$ cat config.mk
export PLATFORM = sky130hd
export DESIGN_NAME = lpkv_probe_ctrl
export DESIGN_NICKNAME = d
export VERILOG_FILES = /design/src/lpkv_pkg.sv /design/src/lpkv_probe_ctrl.sv
export SDC_FILE = /design/constraint.sdc
export NUM_CORES = 1
export LEC_CHECK = 0
export ABC_AREA = 1
export ABC_CLOCK_PERIOD_IN_PS = 8940
export BUFFER_PORTS_ARGS = -buffer_cell sky130_fd_sc_hd__buf_2
export CORE_AREA = 10 10 244 246
export CTS_CLUSTER_DIAMETER = 100
export DETAILED_ROUTE_END_ITERATION = 16
export DIE_AREA = 0 0 254 256
export PLACE_DENSITY_LB_ADDON = 0.1
export SLEW_MARGIN = 0
export SYNTH_ARGS = -nofsm -noshare
export SYNTH_HDL_FRONTEND = slang
export SYNTH_SLANG_ARGS = --single-unit
$ cat constraint.sdc
create_clock -name clk_i -period 8.94 [get_ports clk_i]
set_input_delay 1.341 -clock clk_i [delete_from_list [all_inputs] [get_ports clk_i]]
set_output_delay 1.341 -clock clk_i [all_outputs]
set_load 0.005 [all_outputs]
$ cat src/lpkv_pkg.sv
// Package for the linear-probe key/value table: sizes, codes and the
// transaction, slot entry and memory request types. No dependencies.
`default_nettype none

package lpkv_pkg;

  localparam int unsigned TableDepth = 64;
  localparam int unsigned KeyBytes   = 8;
  localparam int unsigned IdxW       = $clog2(TableDepth);
  localparam int unsigned KeyW       = 64;
  localparam int unsigned AddrW      = 48;
  localparam int unsigned CountW     = 16;
  localparam int unsigned SlotOutW   = 6;
  localparam int unsigned AlignW     = 20;

  localparam logic [KeyW-1:0] KeyMask =
    (KeyBytes >= 8) ? {KeyW{1'b1}} : KeyW'((65'd1 << (KeyBytes * 8)) - 65'd1);
  localparam logic [CountW-1:0] CountMax = {CountW{1'b1}};

  typedef enum logic [1:0] {
    OpRegister   = 2'd0,
    OpDeregister = 2'd1,
    OpLookup     = 2'd2,
    OpCheck      = 2'd3
  } op_e;

  localparam logic [1:0] StatusOk   = 2'd0;
  localparam logic [1:0] StatusMiss = 2'd1;
  localparam logic [1:0] StatusFull = 2'd2;

  typedef enum logic {
    StIdle,
    StProbe
  } state_e;

  typedef struct packed {
    logic [1:0]       operation;
    logic [KeyW-1:0]  key;
    logic [AddrW-1:0] buffer_address;
    logic [AddrW-1:0] buffer_size;
  } lpkv_req_t;

  typedef struct packed {
    logic [1:0]          status;
    logic [SlotOutW-1:0] slot_index;
    logic [AddrW-1:0]    region_base;
    logic [AlignW-1:0]   region_offset;
    logic [AddrW-1:0]    region_size;
    logic [CountW-1:0]   live_count;
  } lpkv_rsp_t;

  typedef struct packed {
    logic [KeyW-1:0]  key;
    logic [AddrW-1:0] address;
    logic [AddrW-1:0] size;
  } slot_entry_t;

  typedef struct packed {
    logic              rd_en;
    logic [IdxW-1:0]   rd_addr;
    logic              wr_en;
    logic [IdxW-1:0]   wr_addr;
    slot_entry_t       wr_data;
  } ram_req_t;

endpackage

`default_nettype wire

$ cat src/lpkv_probe_ctrl.sv
// Probe sequencer: walks slots from the start slot, compares, keeps the valid
// bits and the registration count. Depends on lpkv_pkg and the slot store.
`default_nettype none

module lpkv_probe_ctrl (
  input  wire                    clk_i,
  input  wire                    rst_ni,
  input  wire                    start,
  input  lpkv_pkg::lpkv_req_t    req_i,
  output logic                   busy_o,
  output lpkv_pkg::ram_req_t     ram_o,
  input  lpkv_pkg::slot_entry_t  rdata_i,
  output logic                   done_o,
  output lpkv_pkg::lpkv_rsp_t    rsp_o
);

  lpkv_pkg::state_e              state_q, state_d;
  lpkv_pkg::lpkv_req_t           req_q;
  logic [lpkv_pkg::IdxW-1:0]     rd_idx_q, cmp_idx_q, chk_cnt_q;
  logic                          cmp_vld_q;
  logic [lpkv_pkg::TableDepth-1:0] valid_q, valid_d;
  logic [lpkv_pkg::CountW-1:0]   count_q, count_d;
  logic [lpkv_pkg::KeyW-1:0]     key_masked;

  logic slot_valid, key_hit, empty_stop, stop, last, finish;
  lpkv_pkg::op_e op;

  assign op         = lpkv_pkg::op_e'(req_q.operation);
  assign key_masked = req_i.key & lpkv_pkg::KeyMask;
  assign slot_valid = valid_q[cmp_idx_q];
  assign key_hit    = slot_valid && (rdata_i.key == req_q.key);
  assign empty_stop = (op == lpkv_pkg::OpRegister) && !slot_valid;
  assign stop       = cmp_vld_q && (key_hit || empty_stop);
  assign last       = cmp_vld_q && (chk_cnt_q == lpkv_pkg::IdxW'(lpkv_pkg::TableDepth - 1));
  assign finish     = (state_q == lpkv_pkg::StProbe) && (stop || last);

  // next state
  always_comb begin
    state_d = state_q;
    case (state_q)
      lpkv_pkg::StIdle:  if (start) state_d = lpkv_pkg::StProbe;
      lpkv_pkg::StProbe: if (finish) state_d = lpkv_pkg::StIdle;
      default:           state_d = lpkv_pkg::StIdle;
    endcase
  end

  // outputs
  always_comb begin
    busy_o        = (state_q != lpkv_pkg::StIdle);
    ram_o.rd_en   = (state_q == lpkv_pkg::StProbe);
    ram_o.rd_addr = rd_idx_q;
    ram_o.wr_en   = finish && stop && (op == lpkv_pkg::OpRegister);
    ram_o.wr_addr = cmp_idx_q;
    ram_o.wr_data = '{key: req_q.key, address: req_q.buffer_address,
                      size: req_q.buffer_size};
    done_o        = finish;
  end

  // count, valid bits and result
  always_comb begin
    count_d = count_q;
    valid_d = valid_q;
    rsp_o   = '0;
    rsp_o.status = lpkv_pkg::StatusMiss;
    if (finish) begin
      case (op)
        lpkv_pkg::OpRegister: begin
          if (stop) begin
            valid_d[cmp_idx_q]  = 1'b1;
            if (count_q != lpkv_pkg::CountMax) count_d = count_q + 1'b1;
            rsp_o.status        = lpkv_pkg::StatusOk;
            rsp_o.slot_index    = lpkv_pkg::SlotOutW'(cmp_idx_q);
            rsp_o.region_base   = {req_q.buffer_address[lpkv_pkg::AddrW-1:lpkv_pkg::AlignW],
                                   {lpkv_pkg::AlignW{1'b0}}};
            rsp_o.region_offset = req_q.buffer_address[lpkv_pkg::AlignW-1:0];
            rsp_o.region_size   = req_q.buffer_size;
          end else begin
            rsp_o.status = lpkv_pkg::StatusFull;
          end
        end
        lpkv_pkg::OpDeregister, lpkv_pkg::OpLookup: begin
          if (stop) begin
            if (op == lpkv_pkg::OpDeregister) valid_d[cmp_idx_q] = 1'b0;
            rsp_o.status        = lpkv_pkg::StatusOk;
            rsp_o.slot_index    = lpkv_pkg::SlotOutW'(cmp_idx_q);
            rsp_o.region_base   = {rdata_i.address[lpkv_pkg::AddrW-1:lpkv_pkg::AlignW],
                                   {lpkv_pkg::AlignW{1'b0}}};
            rsp_o.region_offset = rdata_i.address[lpkv_pkg::AlignW-1:0];
            rsp_o.region_size   = rdata_i.size;
          end
          if (op == lpkv_pkg::OpDeregister) begin
            if (count_q != '0) count_d = count_q - 1'b1;
            if (count_q == lpkv_pkg::CountW'(1)) valid_d = '0;
          end
        end
        lpkv_pkg::OpCheck: begin
          if (stop) begin
            rsp_o.status     = lpkv_pkg::StatusOk;
            rsp_o.slot_index = lpkv_pkg::SlotOutW'(cmp_idx_q);
          end
        end
        default: rsp_o.status = lpkv_pkg::StatusMiss;
      endcase
    end
    rsp_o.live_count = count_d;
  end

  always_ff @(posedge clk_i or negedge rst_ni) begin
    if (!rst_ni) begin
      state_q   <= lpkv_pkg::StIdle;
      valid_q   <= '0;
      count_q   <= '0;
      cmp_vld_q <= 1'b0;
      chk_cnt_q <= '0;
      rd_idx_q  <= '0;
      cmp_idx_q <= '0;
    end else begin
      state_q <= state_d;
      valid_q <= valid_d;
      count_q <= count_d;
      if (state_q == lpkv_pkg::StIdle) begin
        rd_idx_q  <= lpkv_pkg::IdxW'(key_masked % lpkv_pkg::TableDepth);
        cmp_vld_q <= 1'b0;
        chk_cnt_q <= '0;
      end else begin
        rd_idx_q  <= rd_idx_q + 1'b1;
        cmp_idx_q <= rd_idx_q;
        cmp_vld_q <= 1'b1;
        if (cmp_vld_q) chk_cnt_q <= chk_cnt_q + 1'b1;
      end
    end
  end

  always_ff @(posedge clk_i) begin
    if (state_q == lpkv_pkg::StIdle && start) begin
      req_q           <= req_i;
      req_q.key       <= key_masked;
    end
  end

endmodule

`default_nettype wire

==> impl_metrics.env <==
export IMPL_fp_dieH_um=256
export IMPL_fill_cells=5919
export IMPL_cp_start_kind="flip-flop"
export IMPL_cts_buffers=37
export IMPL_end_kind="primary output"
export IMPL_path_max_fanout=65
export IMPL_grt_setup_unrepaired="false"
export IMPL_rr_worst_depth=17
export IMPL_synth_seq_cells=262
export IMPL_setup_violations=0
export IMPL_ios=641
export IMPL_slew_violations=0
export IMPL_cpMostUsedCell="nand2_1"
export IMPL_fin_cells=3241
export IMPL_async_reset_ff_frac=0.382
export IMPL_drt_pass1_iterations=6
export IMPL_first_iter_violations=1570
export IMPL_fin_nets=2832
export IMPL_wl_per_cell_um=27.5
export IMPL_max_stage_delay_ps=1010
export IMPL_start_util=0.276
export IMPL_required_ps=7600
export IMPL_worst_path_buf_inv=2
export IMPL_power_share_combinational=0.364
export IMPL_rr_endpoint="valid_q[59]"
export IMPL_fmax_mhz=131
export IMPL_crit_slowest_cell="a21oi_1"
export IMPL_die_w_um=254
export IMPL_rrSetupSlack_ps=3560
export IMPL_min_to="valid_q[35]"
export IMPL_drtAntennaViolNets=0
export IMPL_postCtsSetupBuffers=0
export IMPL_gr_total_overflow=0
export IMPL_yosys_warnings=0
export IMPL_cp_cell_sequence="inv_1 -> nor2_1 -> o211ai_1 -> nand2_1 -> o21ai_1 -> nand2_1 -> nor2_1 -> nand2_1 -> nand2_1 -> nand2_2 -> nand3_4 -> a21oi_4 -> nand2_4 -> a21oi_1 -> buf_2"
export IMPL_htreeDepth=2
export IMPL_r2r_start="cmp_idx_q[1]"
export IMPL_period_minus_slack_ps=7630
export IMPL_port_buffers=620
export IMPL_hold_violations=0
export IMPL_rows=86
export IMPL_clock_skew_final_ps=23.4
export IMPL_worstHoldStart="valid_q[35]"
export IMPL_ys_flop_type="edfxtp_1"
export IMPL_ctsResizeCount=0
export IMPL_synthCells=1928
export IMPL_hold_buffers=0
export IMPL_internal_power_mw=2.96
export IMPL_cts_buffer_depth=3
export IMPL_dp_hpwl_mm=70.3
export IMPL_worstSetupPathType="reg2out"
export IMPL_fin_crit_sh=0.854
export IMPL_cts_root_buf="clkbuf_16"
export IMPL_routed_wirelength_mm=89.0
export IMPL_power_switching_mw=2.18
export IMPL_grt_pass1_vias=15500
export IMPL_p_leak_nw=9.05
export IMPL_p_sw_frac=0.424
export IMPL_p_total_mw=5.14
export IMPL_avgSynthCellArea_um2=7.83
export IMPL_grt_max_degree=163
export IMPL_holdPathStages=2
export IMPL_p_per_area_nw_per_um2=258
export IMPL_synth_edff_count=162
export IMPL_cap_viol_max_count=0
export IMPL_routabilityCongestion=1.04
export IMPL_core_area_um2=54700
export IMPL_dpl_cell_count=3163
export IMPL_cts_tree="done"
export IMPL_insertion_delay_ps=560
export IMPL_worstPathArrival_ps=6290
export IMPL_ys_types=34
export IMPL_antenna_found_initial=53
export IMPL_grt_usage=0.265
export IMPL_drc=0
export IMPL_cp_top_family="simple AND/OR/NAND/NOR gates"
export IMPL_die_area_um2=65000
export IMPL_p_seq_frac=0.346
export IMPL_layout_drive_gt1_share=0.297
export IMPL_drt_vias_per_instance=4.95
export IMPL_fin_tns_setup_ps=0
export IMPL_worstMarginPinSlew_ps=1070
export IMPL_power_frac_clock=0.289
export IMPL_status="complete, no violations"
export IMPL_vias=16100
export IMPL_peakVddDrop_mv=0.157
export IMPL_max_slew_margin=0.289
export IMPL_syn_area_um2=15100
export IMPL_grt_pass1_wl_mm=123
export IMPL_cts_sinks=262
export IMPL_synth_seq_area_share=0.488
export IMPL_syn2layout_area_growth_pct=32.3
export IMPL_path_clk_slew_ps=60
export IMPL_hold_worst_slack_ps=482
export IMPL_hold_path_class="reg2reg"
## how the worst max path moves through the flow
stage,end,cells past startpoint,slack [ps],from
6_report,rsp_o[27],15,1310,cmp_idx_q[1]
5_1_grt,rsp_o[27],15,1010,cmp_idx_q[1]
4_1_cts,rsp_o[30],16,1420,cmp_idx_q[1]
3_5_place_dp,rsp_o[30],16,1830,rdata_i[148]
3_3_place_gp,rsp_o[30],16,1930,rdata_i[136]
2_1_floorplan,op[0],2,60,start
## through the flow
stage / setup slack (ps) / instance area [um2] / util
after floorplan: 60.0 / 15200 / -
after global placement: 1930 / 18700 / 0.343
after detailed placement: 1830 / 18700 / 0.343
after CTS: 1420 / 19900 / 0.365
after global routing: 1010 / 19900 / 0.365
final: 1310 / 20000 / 0.365
## tightest hold or removal path: stages, from the launching register on
cell and delay (ps):
dfrtp_1 340, nand2_1 50, nand2_1 60
## sequential cells by signal, summed over array words and instances (netlist names)
signal / flops
rd_idx_q: 6
valid_q: 64
cmp_idx_q: 6
chk_cnt_q: 6
op: 2
ram_o: 160
count_q: 16
cmp_vld_q: 1
busy_o: 1
## area by class of cell
class / count / area (um2) / share of cell area
sequential: 262 / 7370 / 0.369
multi-input combinational: 1425 / 6740 / 0.338
timing repair buffer: 636 / 3240 / 0.162
clock buffer: 53 / 1040 / 0.0520
tap: 704 / 881 / 0.0441
inverter: 136 / 510 / 0.0256
clock inverter: 13 / 156 / 0.00783
antenna: 12 / 30.0 / 0.00150
## cell usage in the layout (no fill, tap or decap), types with 5 or more instances in the layout
cell type  instances
a21oi_2           39
conb_1            20
diode_2           12
ha_1               8
nor2_1           184
o21ai_0          121
nor4_1             5
clkbuf_16         38
edfxtp_1         162
xnor2_1           44
nor3_2             6
or2_2              5
o211ai_1          12
buf_4             16
nor3_1            46
o21ai_1            7
nand2_1          621
clkbuf_1          12
xor2_1            23
buf_2            619
dfrtp_1          100
a21oi_1          122
nand3_1          144
inv_1            132
## power by group through the flow
stage	sequential, mW	combinational (mW)	clock (mW)
global route	1.80	2.06	1.57
detailed placement	1.80	1.87	0
finish	1.78	1.87	1.49
CTS	1.78	1.88	1.52
global placement	1.80	1.87	0
floorplan	1.74	1.09	0
## layer usage
metal | wire, um | global-route usage
met5 | 246 | 0
met4 | 1640 | 0.0491
met3 | 10600 | 0.113
met2 | 39500 | 0.405
met1 | 37000 | 0.343
## cell usage after synthesis (all sizes together) (4+ instances only)
cell	n	area, um2
nand4	4	25.0
nor4	5	31.3
buf	55	349
nand2	624	2350
ha	9	113
o21ai	128	641
nor2	185	694
xor2	23	201
clkbuf	69	259
nor3	52	290
inv	136	510
or2	6	37.5
xnor2	44	385
edfxtp	162	4860
o211ai	12	90.1
nand3	145	738
a21oi	163	973
dfrtp	100	2500
## cells by family after synthesis
| family | Yosys count | synth area share |
|---|---|---|
| adder cells (fa/ha/maj) | 9 | 0.00746 |
| buffers and inverters | 260 | 0.0741 |
| AND/OR/NAND/NOR | 1024 | 0.277 |
| flip-flops | 262 | 0.488 |
| other | 1 | 0.000248 |
| XOR/XNOR | 67 | 0.0389 |
| AO/OA/AOI/OAI | 305 | 0.114 |
Note: power is estimated with default switching activity, not from simulation.
